File: config.mk
export PLATFORM = sky130hd
export DESIGN_NAME = swm_cell
export DESIGN_NICKNAME = d
export VERILOG_FILES = /design/src/design/swm_pkg.sv /design/src/design/swm_cell.sv
export SDC_FILE = /design/constraint.sdc
export NUM_CORES = 1
export LEC_CHECK = 0
export BUFFER_PORTS_ARGS = -buffer_cell sky130_fd_sc_hd__buf_2
export CORE_MARGIN = 2
export CORE_UTILIZATION = 41
export CTS_BUF_LIST = sky130_fd_sc_hd__clkbuf_16
export CTS_CLUSTER_SIZE = 14
export DETAILED_ROUTE_END_ITERATION = 7
export PLACE_DENSITY = 0.78
export SETUP_SLACK_MARGIN = 0.02
export SLEW_MARGIN = 30
export SYNTH_ARGS = -nofsm -noshare
export SYNTH_HDL_FRONTEND = slang
export SYNTH_SLANG_ARGS = --single-unit
File: constraint.sdc
create_clock -name clk -period 4.6 [get_ports clk]
set_input_delay 0.92 -clock clk [delete_from_list [all_inputs] [get_ports clk]]
set_output_delay 0.92 -clock clk [all_outputs]
set_load 0.005 [all_outputs]
File: src/design/swm_pkg.sv
package swm_pkg;

  localparam int SAMPLE_W       = 32;
  localparam int CFG_W          = 7;
  localparam int MAX_WINDOW_DEF = 64;

  localparam logic [CFG_W-1:0]    WINDOW_RESET = 7'd5;
  // flipping the sign bit makes unsigned compare follow signed order
  localparam logic [SAMPLE_W-1:0] SIGN_FLIP    = 32'h8000_0000;

  // what a cell shows its neighbors each cycle
  typedef struct packed {
    logic [SAMPLE_W-1:0] val;  // stored sample, sign-flipped
    logic                le;   // val <= incoming sample
    logic                sh;   // at or right of the slot being evicted
  } swm_link_t;

endpackage

File: src/design/swm_cell.sv
module swm_cell #(
  parameter int IDX = 0,
  parameter int CW  = 7,
  parameter int AW  = 6
) (
  input  logic                                clk,
  input  logic                                upd,
  input  logic [swm_pkg::SAMPLE_W-1:0]        x,
  input  logic [swm_pkg::SAMPLE_W-1:0]        r,
  input  logic                                full,
  input  logic [CW-1:0]                       len_p,
  input  swm_pkg::swm_link_t                  lnk_lt,
  input  logic [AW-1:0]                       age_lt,
  input  swm_pkg::swm_link_t                  lnk_rt,
  input  logic [AW-1:0]                       age_rt,
  output swm_pkg::swm_link_t                  lnk_o,
  output logic [AW-1:0]                       age_o
);

  localparam logic [CW-1:0] IDX_C  = CW'(IDX);
  localparam logic [CW-1:0] PREV_C = CW'((IDX > 0) ? (IDX - 1) : 0);
  localparam logic          HAS_L  = (IDX > 0);

  logic [swm_pkg::SAMPLE_W-1:0] val_r, val_nxt;
  logic [AW-1:0]                age_r, age_nxt;
  logic                         le_own, sh_own;
  logic                         lo, hi;
  logic [swm_pkg::SAMPLE_W-1:0] cur_v, prv_v;
  logic [AW-1:0]                cur_a, prv_a;

  assign le_own = (val_r <= x);
  assign sh_own = full && (val_r >= r);

  assign lnk_o.val = val_r;
  assign lnk_o.le  = le_own;
  assign lnk_o.sh  = sh_own;
  assign age_o     = age_r;

  // window with the evicted entry closed up: slot IDX and slot IDX-1
  assign cur_v = sh_own ? lnk_rt.val : val_r;
  assign cur_a = sh_own ? age_rt     : age_r;
  assign prv_v = lnk_lt.sh ? val_r : lnk_lt.val;
  assign prv_a = lnk_lt.sh ? age_r : age_lt;

  assign lo = (IDX_C < len_p) && (sh_own ? lnk_rt.le : le_own);
  assign hi = HAS_L && (PREV_C < len_p) && !(lnk_lt.sh ? le_own : lnk_lt.le);

  always_comb begin
    val_nxt = val_r;
    age_nxt = age_r;
    if (lo) begin
      val_nxt = cur_v;
      age_nxt = cur_a + AW'(1);
    end else if (hi) begin
      val_nxt = prv_v;
      age_nxt = prv_a + AW'(1);
    end else begin
      val_nxt = x;
      age_nxt = '0;
    end
  end

  always_ff @(posedge clk) begin
    if (upd) begin
      val_r <= val_nxt;
      age_r <= age_nxt;
    end
  end

endmodule

==> flow_summary.ini <==
[final_layout]
layout.nets = 723
syn2layout_area_growth_pct = 29.4
mostFrequentLayoutCell = buf_2
drive_above_1_share_pct = 40.0
final_cell_mix = buf_2, inv_1, ha_1, edfxtp_1, a21oi_1
seq_area_um2 = 1140
multi_input_area_um2 = 2050
n_antenna_cell = 0
nFillCells = 754

[critical_path]
rrSetupSlack_ns = 1.12
path_cells = buf_2, inv_1, ha_1, nand4_1, or4_1, or3b_4, nand2_2, a2bb2oi_2, buf_2
startpoint_type = input port
worstReg2RegEnd = age_o[4]
crit_family = simple AND/OR/NAND/NOR gates
cp.arrival_ns = 3.17
startpoint = x[15]
crit_fanout = 3
cp_common_cell = buf_2
end_kind = output pin
crit_slowest_cell = or4_1
r2r-start = val_r[25]
r2r_cells = 12
path_buf_inv = 3
crit_type = in2out
crit_required_ns = 3.68
cpPeakStageDelay_ns = 0.61

[yosys]
synthesis.area_um2 = 3490
yosys_warnings = 0
synthArstFlopShare_pct = 0
synth_cell_types = 42
synth_cells = 349
syn_nets = 568
yosys.area.top_type = edfxtp_1
synth_ff_type = edfxtp_1
ys_ff_latch = 38
ys_top_cells_by_area = edfxtp_1, ha_1, inv_1, mux2_2, mux2_4
yosysSeqAreaShare_pct = 32.7
synthDominantCellAreaShare_pct = 32.7
syn_avg_cell_area_um2 = 10.0
synth_enable_flop_cells = 38

[sta]
setup_viol = 0
fin_crit_sh_pct = 88.9
rsz0062_at_grt = false
min_period_ns = 4.09
fin_tns_setup_ns = 0
slew_headroom_pct = 54.4
drv_slew = 0
clock.fmax_mhz = 245
skew_ns = 0.00507
worst_slew_pin_slew_ns = 0.680
hold_viol_final = 0

[pwr]
combPwrFrac_pct = 37.2
p_per_area_nw_per_um2 = 290
seqPwrFrac_pct = 37.5
internal_power_mw = 0.899
swShare_pct = 31.5
switchingPower_mw = 0.413
p_total_mw = 1.31
clkPwrFrac_pct = 25.3
peakVddDrop_mv = 0.142
leakage_nw = 2.34

[detailed_routing]
wire_per_inst_um = 14.1
vias = 3047
dr.pass1.iters = 4
drc = 0
ant_nets = 0
drt_iter0_markers = 46
routed_via_density = 5.00
routed_wl_mm = 8.63

[floorplanning]
start_util_pct = 42.5
die_area_um2 = 9270
core.rowCount = 33
ios = 194
core_um2 = 8220
die_w_um = 96.3
die_y_um = 96.3

[clock_network]
root_buffer = clkbuf_16
cts_buffers = 5
postCtsHoldBufs = 0
cts_setup_buffers = 0
cts_tree = yes
clock-sinks = 38
cts.htree.levels = 2
clk_pin_slew_ns = 0.05
clk_latency_ns = 0.28
cts-resized-gates = 0
cts_buffer_depth = 2

[global_routing]
grt_pass1_vias = 3064
antenna_found_initial = 0
grt_overflow_total = 0
grt.total_usage_pct = 18.3
grt_max_degree = 39
grt_pass1_wl_mm = 13.3

[place]
place_congestion = 0.857
io_buffers = 152
dp_hpwl_mm = 7.12

[status]
status = finished clean

[hold_path]
holdCritPathClass = reg2reg
hold_path_depth = 2
worstHoldStart = age_o[0]
whs_endpoint = age_o[0]

[run]
max_cap_violations = 0
## cells by family after synthesis
group | share of synthesized area [%]
AOI/OAI and AO/OA | 10.9
and+or+nand+nor | 10.6
muxes | 12.1
xor gates and xnor gates | 1.25
buffers and inverters | 9.17
adders and majority gates | 23.3
DFF | 32.7
## worst min-delay path, stage by stage, from the launching register on
cell and delay [ns]:
edfxtp_1 0.38, mux2_2 0.19, nor2_1 0.04
## area by class of cell
class	instances	area share, %
Clock inverter	3	0.277
Inverter	71	5.90
Tap cell	105	2.91
Sequential cell	38	25.2
Clock buffer	5	2.77
Timing Repair Buffer	154	17.4
Multi-Input combinational cell	234	45.5
## metrics by stage
| step | hold slack, ns | util [%] | area (µm²) | setup slack [ns] | cells |
|---|---|---|---|---|---|
| 5_1_grt | 0.800 | 55.0 | 4520 | 0.358 | 610 |
| 6_report | 0.778 | 55.0 | 4520 | 0.512 | 610 |
| 3_5_place_dp | 0.758 | 53.3 | 4380 | 0.499 | 602 |
| 3_3_place_gp | 0.710 | 53.3 | 4380 | 0.486 | 602 |
| 4_1_cts | 0.767 | 55.0 | 4520 | 0.497 | 610 |
| 2_1_floorplan | 0.725 | - | 3490 | 0.234 | 349 |
## layer usage
| layer | routed length (µm) | GRT usage (%) | share of wire (%) | vias up |
|---|---|---|---|---|
| li1 | - | - | - | 1559 |
| met1 | 3610 | 21.3 | 42 | 1390 |
| met2 | 4420 | 34.4 | 51 | 90 |
| met3 | 524 | 3.45 | 6.1 | 8 |
| met4 | 78 | 4.46 | 0.90 | 0 |
| met5 | 0 | 0 | 0 | - |
## power by group through the flow
stage / sequential, mW / combinational, mW / clock [mW]
global route: 0.500 / 0.553 / 0.349
CTS: 0.492 / 0.495 / 0.341
floorplan: 0.498 / 0.317 / 0
finish: 0.492 / 0.488 / 0.331
detailed placement: 0.500 / 0.492 / 0
global placement: 0.498 / 0.471 / 0
## synthesized netlist by cell type (4+ instances only)
cell type and n:
mux2_4 14, nor3_1 4, edfxtp_1 38, nand3_1 11, inv_1 70, a211oi_1 4, nor2_1 11, o21ai_0 11
nor2b_1 6, mux2_2 19, ha_1 65, nand2_1 18, nand4_1 12, a21oi_1 24
## flip-flops by register name (all words and copies together) (netlist names)
signal and cells:
val_r 32, age_o 6
## worst max path at each step
stage | end | slack (ns) | cells after the start
2_1_floorplan | val_r[0] | 0.23 | 8
3_3_place_gp | lnk_o[1] | 0.49 | 9
3_5_place_dp | age_o[4] | 0.50 | 14
4_1_cts | lnk_o[1] | 0.50 | 9
5_1_grt | lnk_o[0] | 0.36 | 10
6_report | lnk_o[1] | 0.51 | 9
(Power assumes the default switching activity.)
